--- config.mk ---
export PLATFORM = sky130hd
export DESIGN_NAME = line_follow_pid_steering_flat
export DESIGN_NICKNAME = d
export VERILOG_FILES = /design/src/lfpid_pkg.sv /design/src/lfpid_in_if.sv /design/src/lfpid_out_if.sv /design/src/line_follow_pid_steering.sv /design/src/lfpid_useq.sv /design/src/lfpid_dpath.sv /design/src/flat_wrapper.sv
export SDC_FILE = /design/constraint.sdc
export NUM_CORES = 2
export LEC_CHECK = 0
export BUFFER_PORTS_ARGS = -buffer_cell sky130_fd_sc_hd__buf_2
export CAP_MARGIN = 10
export CORE_ASPECT_RATIO = 2
export CORE_MARGIN = 2
export CORE_UTILIZATION = 60
export CTS_CLUSTER_DIAMETER = 150
export DETAILED_ROUTE_END_ITERATION = 16
export PLACE_DENSITY = 0.77
export SLEW_MARGIN = 30
export SYNTH_ARGS = -nofsm -noshare
export SYNTH_HDL_FRONTEND = slang
export SYNTH_HIERARCHICAL = 1
export SYNTH_SLANG_ARGS = --single-unit
--- constraint.sdc ---
create_clock -name clk -period 9 [get_ports clk]
set_input_delay 1.35 -clock clk [delete_from_list [all_inputs] [get_ports clk]]
set_output_delay 1.35 -clock clk [all_outputs]
set_load 0.02 [all_outputs]
--- src/lfpid_pkg.sv ---
`timescale 1ns / 1ps
package lfpid_pkg;

	localparam int SAMPLE_BITS_DEF = 10;

	localparam int THR_W   = 10;
	localparam int GAIN_W  = 14;
	localparam int LIM_W   = 20;
	localparam int TIME_W  = 32;
	localparam int CODE_W  = 3;
	localparam int PAT_W   = 3;
	localparam int ERR_W   = 3;

	localparam int CFG_IDX_W  = 3;
	localparam int CFG_DATA_W = 20;

	localparam int INTEG_W   = LIM_W + 1;
	localparam int SUM_W     = TIME_W + 4;
	localparam int DE_W      = ERR_W + 1;
	localparam int DIVD_W    = 34;
	localparam int DIVS_W    = TIME_W;
	localparam int DIV_STEPS = DIVD_W;
	localparam int CNT_W     = $clog2(DIV_STEPS);
	localparam int CORR_W    = 28;
	localparam int KD_DE_W   = GAIN_W + DE_W;
	localparam int MILLI_W   = 10;
	localparam int STEP_W    = 4;

	// Division by a thousand is a shift by three followed by a multiplication
	// with the scaled reciprocal of 125, exact for every product that fits.
	localparam int RECIP_PRE    = 3;
	localparam int RECIP_IN_W   = DIVD_W - RECIP_PRE;
	localparam int RECIP_W      = 32;
	localparam int RECIP_SHIFT  = 38;
	localparam int RECIP_PROD_W = RECIP_IN_W + RECIP_W;
	localparam int RECIP_Q_W    = RECIP_PROD_W - RECIP_SHIFT;
	localparam logic [RECIP_W-1:0] RECIP_125 = 32'd2199023256;

	localparam logic [THR_W-1:0]  THR_RESET   = THR_W'(512);
	localparam logic [GAIN_W-1:0] KP_RESET    = GAIN_W'(800);
	localparam logic [GAIN_W-1:0] KI_RESET    = GAIN_W'(0);
	localparam logic [GAIN_W-1:0] KD_RESET    = GAIN_W'(400);
	localparam logic [LIM_W-1:0]  LIM_RESET   = LIM_W'(50000);

	localparam logic [MILLI_W-1:0]       MILLI      = MILLI_W'(1000);
	localparam logic signed [CORR_W-1:0] CORR_LARGE = CORR_W'(1500);
	localparam logic signed [CORR_W-1:0] CORR_SMALL = CORR_W'(500);

	localparam logic [PAT_W-1:0] PAT_LEFT       = 3'b100;
	localparam logic [PAT_W-1:0] PAT_LEFT_MID   = 3'b110;
	localparam logic [PAT_W-1:0] PAT_MID_RIGHT  = 3'b011;
	localparam logic [PAT_W-1:0] PAT_RIGHT      = 3'b001;

	localparam logic signed [ERR_W-1:0] ERR_FAR_LEFT   = 3'sd2;
	localparam logic signed [ERR_W-1:0] ERR_NEAR_LEFT  = 3'sd1;
	localparam logic signed [ERR_W-1:0] ERR_CENTRE     = 3'sd0;
	localparam logic signed [ERR_W-1:0] ERR_NEAR_RIGHT = -3'sd1;
	localparam logic signed [ERR_W-1:0] ERR_FAR_RIGHT  = -3'sd2;

	typedef enum logic [CFG_IDX_W-1:0] {
		REG_WHITE_THR   = 3'd0,
		REG_PROP_GAIN   = 3'd1,
		REG_INTEG_GAIN  = 3'd2,
		REG_DERIV_GAIN  = 3'd3,
		REG_INTEG_LIMIT = 3'd4
	} cfg_reg_t;

	typedef enum logic [CODE_W-1:0] {
		STEER_NONE        = 3'd0,
		STEER_SMALL_LEFT  = 3'd1,
		STEER_LARGE_LEFT  = 3'd2,
		STEER_SMALL_RIGHT = 3'd3,
		STEER_LARGE_RIGHT = 3'd4
	} steer_t;

	typedef enum logic [3:0] {
		OP_NOP,
		OP_LOAD,
		OP_INTEG,
		OP_CLAMP,
		OP_IMUL,
		OP_RECIP,
		OP_DIV,
		OP_ADDQ,
		OP_DMUL1,
		OP_DMUL2,
		OP_EMIT
	} op_t;

	typedef enum logic [2:0] {
		C_NEVER,
		C_ALWAYS,
		C_NO_INPUT,
		C_DIV_BUSY,
		C_OUT_FREE
	} cond_t;

	localparam logic [STEP_W-1:0] ST_WAIT  = STEP_W'(0);
	localparam logic [STEP_W-1:0] ST_DIV_D = STEP_W'(8);
	localparam logic [STEP_W-1:0] ST_EMIT  = STEP_W'(10);

	typedef struct packed {
		logic               accept;
		op_t                op;
		cond_t              cond;
		logic [STEP_W-1:0]  target;
	} ucode_t;

	typedef struct packed {
		logic div_busy;
		logic out_full;
	} dp_status_t;

	function automatic ucode_t ucode_rom(input logic [STEP_W-1:0] step);
		ucode_rom = '{1'b0, OP_NOP, C_ALWAYS, ST_WAIT};
		unique case (step)
			4'd0:  ucode_rom = '{1'b1, OP_LOAD,  C_NO_INPUT, ST_WAIT};
			4'd1:  ucode_rom = '{1'b0, OP_INTEG, C_NEVER,    ST_WAIT};
			4'd2:  ucode_rom = '{1'b0, OP_CLAMP, C_NEVER,    ST_WAIT};
			4'd3:  ucode_rom = '{1'b0, OP_IMUL,  C_NEVER,    ST_WAIT};
			4'd4:  ucode_rom = '{1'b0, OP_RECIP, C_NEVER,    ST_WAIT};
			4'd5:  ucode_rom = '{1'b0, OP_ADDQ,  C_NEVER,    ST_WAIT};
			4'd6:  ucode_rom = '{1'b0, OP_DMUL1, C_NEVER,    ST_WAIT};
			4'd7:  ucode_rom = '{1'b0, OP_DMUL2, C_NEVER,    ST_WAIT};
			4'd8:  ucode_rom = '{1'b0, OP_DIV,   C_DIV_BUSY, ST_DIV_D};
			4'd9:  ucode_rom = '{1'b0, OP_ADDQ,  C_NEVER,    ST_WAIT};
			4'd10: ucode_rom = '{1'b0, OP_EMIT,  C_OUT_FREE, ST_WAIT};
			4'd11: ucode_rom = '{1'b0, OP_NOP,   C_ALWAYS,   ST_EMIT};
			default: ucode_rom = '{1'b0, OP_NOP, C_ALWAYS, ST_WAIT};
		endcase
	endfunction

	function automatic logic signed [ERR_W-1:0] pattern_error(input logic [PAT_W-1:0] pat);
		pattern_error = ERR_CENTRE;
		unique case (pat)
			PAT_LEFT:      pattern_error = ERR_FAR_LEFT;
			PAT_LEFT_MID:  pattern_error = ERR_NEAR_LEFT;
			PAT_MID_RIGHT: pattern_error = ERR_NEAR_RIGHT;
			PAT_RIGHT:     pattern_error = ERR_FAR_RIGHT;
			default:       pattern_error = ERR_CENTRE;
		endcase
	endfunction

endpackage

--- src/lfpid_in_if.sv ---
`timescale 1ns / 1ps
interface lfpid_in_if import lfpid_pkg::*; #(
	parameter int SAMPLE_BITS = SAMPLE_BITS_DEF
) ();
	logic                   valid;
	logic                   ready;
	logic [SAMPLE_BITS-1:0] left_sample;
	logic [SAMPLE_BITS-1:0] middle_sample;
	logic [SAMPLE_BITS-1:0] right_sample;
	logic [TIME_W-1:0]      now_ms;

	modport source (output valid, left_sample, middle_sample, right_sample, now_ms,
		input ready);
	modport sink (input valid, left_sample, middle_sample, right_sample, now_ms,
		output ready);
endinterface

--- src/lfpid_out_if.sv ---
`timescale 1ns / 1ps
interface lfpid_out_if import lfpid_pkg::*; ();
	logic                    valid;
	logic                    ready;
	logic [CODE_W-1:0]       steer_code;
	logic [PAT_W-1:0]        sensor_pattern;
	logic signed [ERR_W-1:0] line_error;

	modport source (output valid, steer_code, sensor_pattern, line_error, input ready);
	modport sink (input valid, steer_code, sensor_pattern, line_error, output ready);
endinterface

--- src/line_follow_pid_steering.sv ---
`timescale 1ns / 1ps
// Channel   Direction  Payload
// sense     in         left_sample, middle_sample, right_sample, now_ms
// steer     out        steer_code, sensor_pattern, line_error
// cfg       in         cfg_wr_en, cfg_idx, cfg_data (write only)
//
// A result is offered at the emit step of the microprogram; the next item is
// taken only after that. Most of the work is done by the restoring divider
// for the derivative term at one quotient bit per cycle; the integral term is
// divided by a thousand by a reciprocal multiplication instead.
// A new item is taken once the microprogram returns to its wait step.
// The result sits in an output register, so the next item is accepted while
// it waits; the program loops on its emit step only if the previous result
// has not yet been taken. Reset restores the register defaults and clears the
// timestamp, previous error and integral; no clearing pass is needed.
module line_follow_pid_steering import lfpid_pkg::*; #(
	parameter int SAMPLE_BITS = SAMPLE_BITS_DEF
) (
	input logic                  clk,
	input logic                  arst_n,
	lfpid_in_if.sink             sense,
	lfpid_out_if.source          steer,
	input logic                  cfg_wr_en,
	input logic [CFG_IDX_W-1:0]  cfg_idx,
	input logic [CFG_DATA_W-1:0] cfg_data
);
	ucode_t     cw;
	dp_status_t status;
	logic       in_fire;

	assign sense.ready = cw.accept;
	assign in_fire     = sense.valid && cw.accept;

	lfpid_useq u_useq (
		.clk      (clk),
		.arst_n   (arst_n),
		.in_valid (sense.valid),
		.status   (status),
		.cw       (cw)
	);

	lfpid_dpath #(
		.SAMPLE_BITS (SAMPLE_BITS)
	) u_dpath (
		.clk            (clk),
		.arst_n         (arst_n),
		.cw             (cw),
		.status         (status),
		.in_fire        (in_fire),
		.left_sample    (sense.left_sample),
		.middle_sample  (sense.middle_sample),
		.right_sample   (sense.right_sample),
		.now_ms         (sense.now_ms),
		.cfg_wr_en      (cfg_wr_en),
		.cfg_idx        (cfg_idx),
		.cfg_data       (cfg_data),
		.out_valid      (steer.valid),
		.out_ready      (steer.ready),
		.steer_code     (steer.steer_code),
		.sensor_pattern (steer.sensor_pattern),
		.line_error     (steer.line_error)
	);
endmodule

--- src/lfpid_useq.sv ---
`timescale 1ns / 1ps
module lfpid_useq import lfpid_pkg::*; (
	input  logic       clk,
	input  logic       arst_n,
	input  logic       in_valid,
	input  dp_status_t status,
	output ucode_t     cw
);
	logic [STEP_W-1:0] step_q;
	logic [STEP_W-1:0] step_d;
	logic              take;

	always_ff @(posedge clk or negedge arst_n) begin
		if (!arst_n) begin
			step_q <= ST_WAIT;
		end else begin
			step_q <= step_d;
		end
	end

	always_comb begin
		cw   = ucode_rom(step_q);
		take = 1'b0;
		unique case (cw.cond)
			C_NEVER:    take = 1'b0;
			C_ALWAYS:   take = 1'b1;
			C_NO_INPUT: take = !in_valid;
			C_DIV_BUSY: take = status.div_busy;
			C_OUT_FREE: take = !status.out_full;
			default:    take = 1'b0;
		endcase
		step_d = take ? cw.target : step_q + STEP_W'(1);
	end
endmodule

--- src/lfpid_dpath.sv ---
`timescale 1ns / 1ps
module lfpid_dpath import lfpid_pkg::*; #(
	parameter int SAMPLE_BITS = SAMPLE_BITS_DEF
) (
	input  logic                    clk,
	input  logic                    arst_n,
	input  ucode_t                  cw,
	output dp_status_t              status,
	input  logic                    in_fire,
	input  logic [SAMPLE_BITS-1:0]  left_sample,
	input  logic [SAMPLE_BITS-1:0]  middle_sample,
	input  logic [SAMPLE_BITS-1:0]  right_sample,
	input  logic [TIME_W-1:0]       now_ms,
	input  logic                    cfg_wr_en,
	input  logic [CFG_IDX_W-1:0]    cfg_idx,
	input  logic [CFG_DATA_W-1:0]   cfg_data,
	output logic                    out_valid,
	input  logic                    out_ready,
	output logic [CODE_W-1:0]       steer_code,
	output logic [PAT_W-1:0]        sensor_pattern,
	output logic signed [ERR_W-1:0] line_error
);
	localparam int CMP_W = (SAMPLE_BITS > THR_W) ? SAMPLE_BITS : THR_W;

	logic [THR_W-1:0]  thr_q;
	logic [GAIN_W-1:0] kp_q;
	logic [GAIN_W-1:0] ki_q;
	logic [GAIN_W-1:0] kd_q;
	logic [LIM_W-1:0]  lim_q;

	logic [TIME_W-1:0]        prev_time_q;
	logic signed [ERR_W-1:0]  prev_err_q;
	logic signed [INTEG_W-1:0] integ_q;
	logic [CNT_W-1:0]         cnt_q;
	logic                     out_valid_q;

	logic [PAT_W-1:0]          pat_q;
	logic signed [ERR_W-1:0]   err_q;
	logic [TIME_W-1:0]         dt_q;
	logic signed [DE_W-1:0]    de_q;
	logic signed [SUM_W-1:0]   sum_q;
	logic signed [CORR_W-1:0]  corr_q;
	logic [DIVD_W-1:0]         quo_q;
	logic [DIVS_W-1:0]         rem_q;
	logic [DIVS_W-1:0]         divs_q;
	logic                      neg_q;
	logic [CODE_W-1:0]         code_out_q;
	logic [PAT_W-1:0]          pat_out_q;
	logic signed [ERR_W-1:0]   err_out_q;

	logic [PAT_W-1:0]          pat_in;
	logic signed [ERR_W-1:0]   err_in;
	logic [TIME_W-1:0]         diff;
	logic [TIME_W-1:0]         dt_in;
	logic signed [DE_W-1:0]    de_in;
	logic [ERR_W-1:0]          e_abs;
	logic [SUM_W-1:0]          term_mag;
	logic signed [SUM_W-1:0]   term;
	logic signed [SUM_W-1:0]   integ_ext;
	logic signed [SUM_W-1:0]   lim_pos;
	logic signed [SUM_W-1:0]   lim_neg;
	logic [INTEG_W-1:0]        i_abs;
	logic [GAIN_W+INTEG_W-1:0] i_prod;
	logic [RECIP_PROD_W-1:0]   recip_prod;
	logic [CORR_W-1:0]         p_mag;
	logic signed [CORR_W-1:0]  p_term;
	logic [DE_W-1:0]           de_abs;
	logic [KD_DE_W-1:0]        kd_prod;
	logic [KD_DE_W+MILLI_W-1:0] d_prod;
	logic [DIVS_W:0]           shifted;
	logic [DIVS_W:0]           trial;
	logic                      ge;
	logic signed [CORR_W-1:0]  q_mag;
	logic signed [CORR_W-1:0]  q_signed;
	logic [CODE_W-1:0]         code_d;
	logic                      emit;

	always_comb begin
		pat_in = {CMP_W'(left_sample) >= CMP_W'(thr_q),
			CMP_W'(middle_sample) >= CMP_W'(thr_q),
			CMP_W'(right_sample) >= CMP_W'(thr_q)};
		err_in = pattern_error(pat_in);
		diff   = now_ms - prev_time_q;
		dt_in  = (diff == '0) ? TIME_W'(1) : diff;
		de_in  = {err_in[ERR_W-1], err_in} - {prev_err_q[ERR_W-1], prev_err_q};

		e_abs    = err_q[ERR_W-1] ? -err_q : err_q;
		term_mag = e_abs[1] ? {SUM_W'(dt_q) << 1} : (e_abs[0] ? SUM_W'(dt_q) : '0);
		term     = err_q[ERR_W-1] ? -$signed(term_mag) : $signed(term_mag);
		integ_ext = {{(SUM_W-INTEG_W){integ_q[INTEG_W-1]}}, integ_q};
		lim_pos  = $signed({{(SUM_W-LIM_W){1'b0}}, lim_q});
		lim_neg  = -lim_pos;

		i_abs  = integ_q[INTEG_W-1] ? -integ_q : integ_q;
		i_prod = ki_q * i_abs;
		recip_prod = quo_q[DIVD_W-1:RECIP_PRE] * RECIP_125;
		p_mag  = e_abs[1] ? {CORR_W'(kp_q) << 1} : (e_abs[0] ? CORR_W'(kp_q) : '0);
		p_term = err_q[ERR_W-1] ? -$signed(p_mag) : $signed(p_mag);

		de_abs  = de_q[DE_W-1] ? -de_q : de_q;
		kd_prod = kd_q * de_abs;
		d_prod  = quo_q[KD_DE_W-1:0] * MILLI;

		shifted = {rem_q, quo_q[DIVD_W-1]};
		trial   = shifted - {1'b0, divs_q};
		ge      = shifted >= {1'b0, divs_q};

		q_mag    = $signed({1'b0, quo_q[CORR_W-2:0]});
		q_signed = neg_q ? -q_mag : q_mag;

		if (corr_q > CORR_LARGE) begin
			code_d = STEER_LARGE_LEFT;
		end else if (corr_q > CORR_SMALL) begin
			code_d = STEER_SMALL_LEFT;
		end else if (corr_q < -CORR_LARGE) begin
			code_d = STEER_LARGE_RIGHT;
		end else if (corr_q < -CORR_SMALL) begin
			code_d = STEER_SMALL_RIGHT;
		end else begin
			code_d = STEER_NONE;
		end

		emit = (cw.op == OP_EMIT) && !out_valid_q;
	end

	always_ff @(posedge clk or negedge arst_n) begin
		if (!arst_n) begin
			thr_q       <= THR_RESET;
			kp_q        <= KP_RESET;
			ki_q        <= KI_RESET;
			kd_q        <= KD_RESET;
			lim_q       <= LIM_RESET;
			prev_time_q <= '0;
			prev_err_q  <= '0;
			integ_q     <= '0;
			cnt_q       <= '0;
			out_valid_q <= 1'b0;
		end else begin
			if (cfg_wr_en) begin
				unique case (cfg_idx)
					REG_WHITE_THR:   thr_q <= cfg_data[THR_W-1:0];
					REG_PROP_GAIN:   kp_q  <= cfg_data[GAIN_W-1:0];
					REG_INTEG_GAIN:  ki_q  <= cfg_data[GAIN_W-1:0];
					REG_DERIV_GAIN:  kd_q  <= cfg_data[GAIN_W-1:0];
					REG_INTEG_LIMIT: lim_q <= cfg_data[LIM_W-1:0];
					default: ;
				endcase
			end
			if (in_fire) begin
				prev_time_q <= now_ms;
				prev_err_q  <= err_in;
			end
			if (cw.op == OP_CLAMP) begin
				if (sum_q > lim_pos) begin
					integ_q <= lim_pos[INTEG_W-1:0];
				end else if (sum_q < lim_neg) begin
					integ_q <= lim_neg[INTEG_W-1:0];
				end else begin
					integ_q <= sum_q[INTEG_W-1:0];
				end
			end
			case (cw.op)
				OP_DMUL2: cnt_q <= CNT_W'(DIV_STEPS - 1);
				OP_DIV:   cnt_q <= cnt_q - CNT_W'(1);
				default: ;
			endcase
			if (out_valid_q && out_ready) begin
				out_valid_q <= 1'b0;
			end else if (emit) begin
				out_valid_q <= 1'b1;
			end
		end
	end

	always_ff @(posedge clk) begin
		if (in_fire) begin
			pat_q <= pat_in;
			err_q <= err_in;
			dt_q  <= dt_in;
			de_q  <= de_in;
		end
		case (cw.op)
			OP_INTEG: sum_q <= integ_ext + term;
			OP_IMUL: begin
				quo_q  <= i_prod[DIVD_W-1:0];
				neg_q  <= integ_q[INTEG_W-1];
				corr_q <= p_term;
			end
			OP_RECIP: begin
				quo_q <= {{(DIVD_W-RECIP_Q_W){1'b0}},
					recip_prod[RECIP_PROD_W-1:RECIP_SHIFT]};
			end
			OP_DIV: begin
				rem_q <= ge ? trial[DIVS_W-1:0] : shifted[DIVS_W-1:0];
				quo_q <= {quo_q[DIVD_W-2:0], ge};
			end
			OP_ADDQ: corr_q <= corr_q + q_signed;
			OP_DMUL1: begin
				quo_q <= DIVD_W'(kd_prod);
				neg_q <= de_q[DE_W-1];
			end
			OP_DMUL2: begin
				quo_q  <= DIVD_W'(d_prod);
				divs_q <= dt_q;
				rem_q  <= '0;
			end
			default: ;
		endcase
		if (emit) begin
			code_out_q <= code_d;
			pat_out_q  <= pat_q;
			err_out_q  <= err_q;
		end
	end

	assign status.div_busy = (cnt_q != '0);
	assign status.out_full = out_valid_q;
	assign out_valid       = out_valid_q;
	assign steer_code      = code_out_q;
	assign sensor_pattern  = pat_out_q;
	assign line_error      = err_out_q;
endmodule
--- src/flat_wrapper.sv ---
// flat-port wrapper written by rule: the top's interface ports become plain ports
module line_follow_pid_steering_flat import lfpid_pkg::*;
#(
	parameter int SAMPLE_BITS = SAMPLE_BITS_DEF
)
  (clk, arst_n, cfg_wr_en, cfg_idx, cfg_data, sense_valid, sense_left_sample, sense_middle_sample, sense_right_sample, sense_now_ms, sense_ready, steer_valid, steer_steer_code, steer_sensor_pattern, steer_line_error, steer_ready);
  lfpid_in_if #(.SAMPLE_BITS(SAMPLE_BITS)) sense_i ();
  lfpid_out_if steer_i ();
  input logic clk;
  input logic arst_n;
  input logic cfg_wr_en;
  input logic [CFG_IDX_W-1:0] cfg_idx;
  input logic [CFG_DATA_W-1:0] cfg_data;
  input wire logic [$bits(sense_i.valid)-1:0] sense_valid;
  input wire logic [$bits(sense_i.left_sample)-1:0] sense_left_sample;
  input wire logic [$bits(sense_i.middle_sample)-1:0] sense_middle_sample;
  input wire logic [$bits(sense_i.right_sample)-1:0] sense_right_sample;
  input wire logic [$bits(sense_i.now_ms)-1:0] sense_now_ms;
  output wire logic [$bits(sense_i.ready)-1:0] sense_ready;
  output wire logic [$bits(steer_i.valid)-1:0] steer_valid;
  output wire logic [$bits(steer_i.steer_code)-1:0] steer_steer_code;
  output wire logic [$bits(steer_i.sensor_pattern)-1:0] steer_sensor_pattern;
  output wire logic [$bits(steer_i.line_error)-1:0] steer_line_error;
  input wire logic [$bits(steer_i.ready)-1:0] steer_ready;
  assign sense_i.valid = sense_valid;
  assign sense_i.left_sample = sense_left_sample;
  assign sense_i.middle_sample = sense_middle_sample;
  assign sense_i.right_sample = sense_right_sample;
  assign sense_i.now_ms = sense_now_ms;
  assign sense_ready = sense_i.ready;
  assign steer_valid = steer_i.valid;
  assign steer_steer_code = steer_i.steer_code;
  assign steer_sensor_pattern = steer_i.sensor_pattern;
  assign steer_line_error = steer_i.line_error;
  assign steer_i.ready = steer_ready;
  line_follow_pid_steering #(.SAMPLE_BITS(SAMPLE_BITS)) u_core (.clk(clk), .arst_n(arst_n), .sense(sense_i), .steer(steer_i), .cfg_wr_en(cfg_wr_en), .cfg_idx(cfg_idx), .cfg_data(cfg_data));
endmodule
# Word level (Yosys, flattened, before mapping)
# Memory sizes are Yosys's and may differ from the RTL's.
# Cells that the tools add are included.
classes:
  n_mul: 4
  n_mux: 26
  reduce_logical: 19
  n_eq_ne: 21
  magnitude_cmp: 10
  add_sub_neg: 14
op_table:
  columns: ["operator", "n"]
  rows:
  - ["34-bit case mux with 5 select lines", 1]
  - ["32-bit 2-to-1 mux", 2]
  - ["32-bit case mux with 2 select lines", 1]
  - ["32-bit subtractor", 2]
  - ["21-bit 2-to-1 mux", 3]
  - ["31-bit by 29-bit multiplier with 60-bit output, second input constant", 1]
  - ["28-bit 2-to-1 mux", 2]
  - ["28-bit case mux with 2 select lines", 1]
  - ["21-bit by 36-bit adder with 36-bit output", 1]
  - ["36-bit by 21-bit greater-than comparator with 1-bit output", 1]
  - ["36-bit less-than comparator", 1]
  - ["36-bit 2-to-1 mux", 1]
  - ["20-bit negation with 36-bit output", 1]
  - ["33-bit negation with 36-bit output", 1]
  - ["14-bit by 21-bit multiplier with 34-bit output", 1]
  - ["33-bit by 32-bit greater-or-equal comparator with 1-bit output", 1]
  - ["33-bit 2-to-1 mux", 1]
  - ["32-bit logical NOT", 1]
  - ["10-bit greater-or-equal comparator", 3]
  - ["28-bit adder", 1]
  - ["28-bit by 10-bit greater-than comparator with 1-bit output, second input constant", 1]
  - ["28-bit by 12-bit greater-than comparator with 1-bit output, second input constant", 1]
  - ["28-bit by 10-bit less-than comparator with 1-bit output, second input constant", 1]
  - ["28-bit by 12-bit less-than comparator with 1-bit output, second input constant", 1]
  - ["34 further kinds", 63]
word_totals:
  n_memories: 1
  ff_bits: 353
  romBits: 160
memory_table:
  columns: ["name", "words", "word_bits", "rd", "rd_clocked_by_memory_dff", "wr", "line_no", "rtl"]
  rows:
  - ["(name not given)", 16, 10, 1, 0, 0, "lfpid_pkg.sv:116", "unique case (step)"]

# Logic depth before layout (Yosys ltp)
logic_depth:
  ltp_word: 7
  depth_mapped: 32

# By module
# The synthesis kept the hierarchy.
modules_own_cells:
  columns: ["mod", "area_per_inst_um2", "n_inst", "seq_area_each_um2", "cells_each"]
  rows:
  - ["lfpid_dpath", 53854.2, 1, 9820.7, 5831]
  - ["lfpid_useq", 441.7, 1, 100.1, 53]
  - ["line_follow_pid_steering", 6.3, 1, 0.0, 1]

# Worst setup path after synthesis
# No wires, ideal clock.
synth_path:
  path_type: "reg2reg"
  start: "reg u_core.u_dpath.integ_q[3]"
  end: "reg u_core.u_dpath.quo_q[33] (data pin)"
  path_slack_ps: 774
  period_less_slack_ps: 8226
  n_path_buf: 1
  arrival_time_ps: 7953
  path_stages_with_launch: 30
  setup_ps: 273
  path_cell_list: "dfrtp_1 or4_1 or2_1 or4_4 or3_4 o21ai_0 xnor2_1 clkbuf_1 nand2_1 fa_1 inv_1 fa_1 fa_1 fa_1 fa_1 inv_1 fa_1 inv_1 ha_1 a21o_1 a21o_1 a21oi_1 o21ai_0 a31oi_1 o31ai_1 a31oi_1 o21ai_1 a31oi_1 xnor2_1 o22ai_2"
synth_via:
  elab_chain_len: 4
synth_rtl:
  columns: ["item", "line_no", "rtl"]
  rows:
  - ["from (decl)", "lfpid_dpath.sv:33", "logic signed [INTEG_W-1:0] integ_q;"]
  - ["from (signal assigned)", "lfpid_dpath.sv:155", "integ_q <= lim_pos[INTEG_W-1:0];"]
  - ["from (signal assigned)", "lfpid_dpath.sv:157", "integ_q <= lim_neg[INTEG_W-1:0];"]
  - ["from (signal assigned)", "lfpid_dpath.sv:159", "integ_q <= sum_q[INTEG_W-1:0];"]
  - ["21-bit negation", "lfpid_dpath.sv:94", "i_abs = integ_q[INTEG_W-1] ? -integ_q : integ_q;"]
  - ["21-bit 2-to-1 mux *", "lfpid_dpath.sv:94", null]
  - ["14-bit by 21-bit multiplier with 34-bit output *", "lfpid_dpath.sv:95", "i_prod = ki_q * i_abs;"]
  - ["34-bit case mux with 5 select lines *", "lfpid_dpath.sv:182", "case (cw.op)"]
  - ["to (signal assigned)", "lfpid_dpath.sv:185", "quo_q <= i_prod[DIVD_W-1:0];"]
  - ["to (signal assigned)", "lfpid_dpath.sv:190", "quo_q <= {{(DIVD_W-RECIP_Q_W){1'b0}},"]
  - ["to (signal assigned)", "lfpid_dpath.sv:195", "quo_q <= {quo_q[DIVD_W-2:0], ge};"]
  - ["to (decl)", "lfpid_dpath.sv:43", "logic [DIVD_W-1:0] quo_q;"]
# Mark *: on every way between the ends. The rest lies on a longest branch, timed or not.
# A chain may end at the register's enable or synchronous reset.

# Worst setup path in the final report
# Ends and elaborated chain as after synthesis.

==> qor.txt <==
DRC violations left -> 0
Clock H-tree levels -> 2
CP Data Required Time -> 9.34 ns
GRT Util Overall -> 0.3380
vias -> 43,776
Crit Path Max Fanout -> 7
initial core utilization -> 0.6031
setup TNS -> 0 ns
layout cells sized above 1 -> 0.06806
crit path kind -> reg2reg
largest net degree at the start of global routing -> 99
total iterations of the first detailed-routing run -> 6
Die Area -> 93,020 um2
reg2reg start -> u_core/u_dpath/integ_q[3]
Root Buffer -> clkbuf_16
clock latency on the worst-skew pair -> 0.61 ns
I/O pins -> 101
Synth Warn # -> 6
synthesized area per cell -> 9.231 um2
Final setup violation count -> 0
area delta synth->final -> 6.515%
TritonCTS clock tree -> built
Clock Path Buffers -> 3
slowest stage delay, CP -> 0.58 ns
crit start category -> flop
CTS buffer count -> 40
Critical Path AT -> 8.99 ns
total grt overflow -> 0
Reg clk slew, reported paths -> 0.07 ns
core outline area -> 89,980 um2
Iter 0 DRT Violations -> 4,149
Wirelength per Cell -> 21.57 um
Final WS setup -> 0.3553 ns
Tcrit/Tclk final -> 0.9605
Highest Clock Rate -> 0.1157 GHz
Final min period -> 8.645 ns
Post-Syn Area -> 54,270 um2
vias in the first global route -> 45,854
Horiz. Die Dim -> 216.7 um
Slowest cell on crit path -> fa_1
Least-Margin Pin Slew -> 1.082 ns
# fillers -> 7,298
pre-CTS setup slack -> 0.3532 ns
initial antenna violation count -> 6
die height -> 429.3 um
Reg2Reg Depth -> 28
Hold Path Class -> reg2reg
Max-slew headroom -> 0.2784
Crit. End Element -> flop
worst setup path endpoint -> u_core/u_dpath/quo_q[33]
hpwl dp -> 122.6 mm
slack of the worst reg-to-reg path -> 0.36 ns
Placer Congestion -> 1.019
most frequent CP cell -> fa_1
I/O Buffers -> 100
WL final -> 154.0 mm
FF-to-FF End -> u_core/u_dpath/quo_q[33]
Clock Sink Count -> 353
Final Max Tran Viols -> 0
Mapped Nets -> 7,361
row count -> 156
crit path from -> u_core/u_dpath/integ_q[3]
DR vias/cell -> 6.132
NumNets Final -> 7,403
first-pass GRT wire length -> 247.1 mm
Final ANT Viol Nets -> 0
Syn Inst Count -> 5,879
Setup Fix Bufs, Post-CTS -> 0
Final Skew -> 0.04610 ns
status -> complete, no violations
maxcap violations -> 0
Hold Violations, Final -> 0
stage by stage:
step	util	hold slack (ns)	cell area [um2]	cells
after floorplan	-	0.4003	54270	5879
after detailed placement	0.6266	0.4093	56380	7064
final	0.6424	0.4215	57810	7139
after global placement	0.6259	0.4050	56320	7063
after global routing	0.6424	0.4385	57800	7137
after CTS	0.6419	0.4250	57760	7136
final cells by class:
cell class / count / area [um2] / area share
clock inverters: 24 / 274.0 / 0.004740
diodes: 3 / 7.507 / 0.0001299
multi-input cells: 4297 / 39870 / 0.6897
clock buffers: 48 / 1104 / 0.01909
repair buffers: 207 / 1314 / 0.02273
inverters: 1022 / 3836 / 0.06636
well taps: 1185 / 1483 / 0.02565
flip-flops and latches: 353 / 9921 / 0.1716
state kept, by name (all words and copies together), names as in the netlist, 14 cells and up:
register and count:
u_core/u_dpath/lim_q 20, u_core/u_dpath/divs_q 32, u_core/u_dpath/sum_q 36, u_core/u_dpath/ki_q 14, u_core/u_dpath/rem_q 32, u_core/u_dpath/kd_q 14, u_core/u_dpath/prev_time_q 32, u_core/u_dpath/integ_q 21
u_core/u_dpath/kp_q 14, u_core/u_dpath/corr_q 28, u_core/u_dpath/dt_q 32, u_core/u_dpath/quo_q 34
how the worst min path moves through the flow:
stage                                 start                               end  cells after the start
global placement    u_core/u_dpath/pat_q[1]  u_core/u_dpath/sensor_pattern[1]                      0
global route        u_core/u_dpath/pat_q[2]  u_core/u_dpath/sensor_pattern[2]                      0
CTS                 u_core/u_dpath/pat_q[2]  u_core/u_dpath/sensor_pattern[2]                      0
detailed placement  u_core/u_dpath/pat_q[2]  u_core/u_dpath/sensor_pattern[2]                      0
finish              u_core/u_dpath/pat_q[2]  u_core/u_dpath/sensor_pattern[2]                      0
floorplan           u_core/u_dpath/pat_q[0]  u_core/u_dpath/sensor_pattern[0]                      0
critical path, delay by kind of cell (launching register included):
kind | cells | cell delay, ns
AND/OR/NAND/NOR | 5 | 1.84
buffers and inverters | 3 | 0.16
flip-flops | 1 | 0.46
XOR/XNOR | 2 | 0.38
adder cells (fa/ha/maj) | 7 | 3.52
AO/OA/AOI/OAI | 11 | 2.06
placed cells by master, fill, tap and decap left out, drive strengths merged, types with 17 or more instances in the layout:
cell type  instances
mux2              48
nand2b            48
inv             1023
dfrtp            126
and3              52
xnor2            194
nand2            504
o211ai            31
edfxtp           214
o31ai             19
nor2             216
mux2i             57
or2               18
buf              207
ha               790
a31oi             39
a22oi             36
and2             160
nor2b             45
o21ai            274
a21oi            312
nand3             81
o21a              34
clkbuf            48
o22ai             51
nor4              29
or3               27
o21bai            41
nor3              72
fa               602
a211oi            31
xor2              80
o221ai            17
nand4             38
a21o             139
metal layers:
metal	track usage	vias to the layer above	part of all wire
li1	-	19911	-
met1	0.4335	21543	0.39
met2	0.5503	1889	0.47
met3	0.06185	431	0.084
met4	0.1647	2	0.056
met5	0	-	0.000084
repair_timing:
| action | 4_1_cts | 5_1_grt |
|---|---|---|
| gates resized for setup | 0 | 4 |
| hold buffers | 0 | 0 |
| setup endpoints to repair | 0 | 3 |
Power is left out: the tool's default activity adds up to more than one toggle a clock period on the data nets, which glitch-free logic cannot reach.
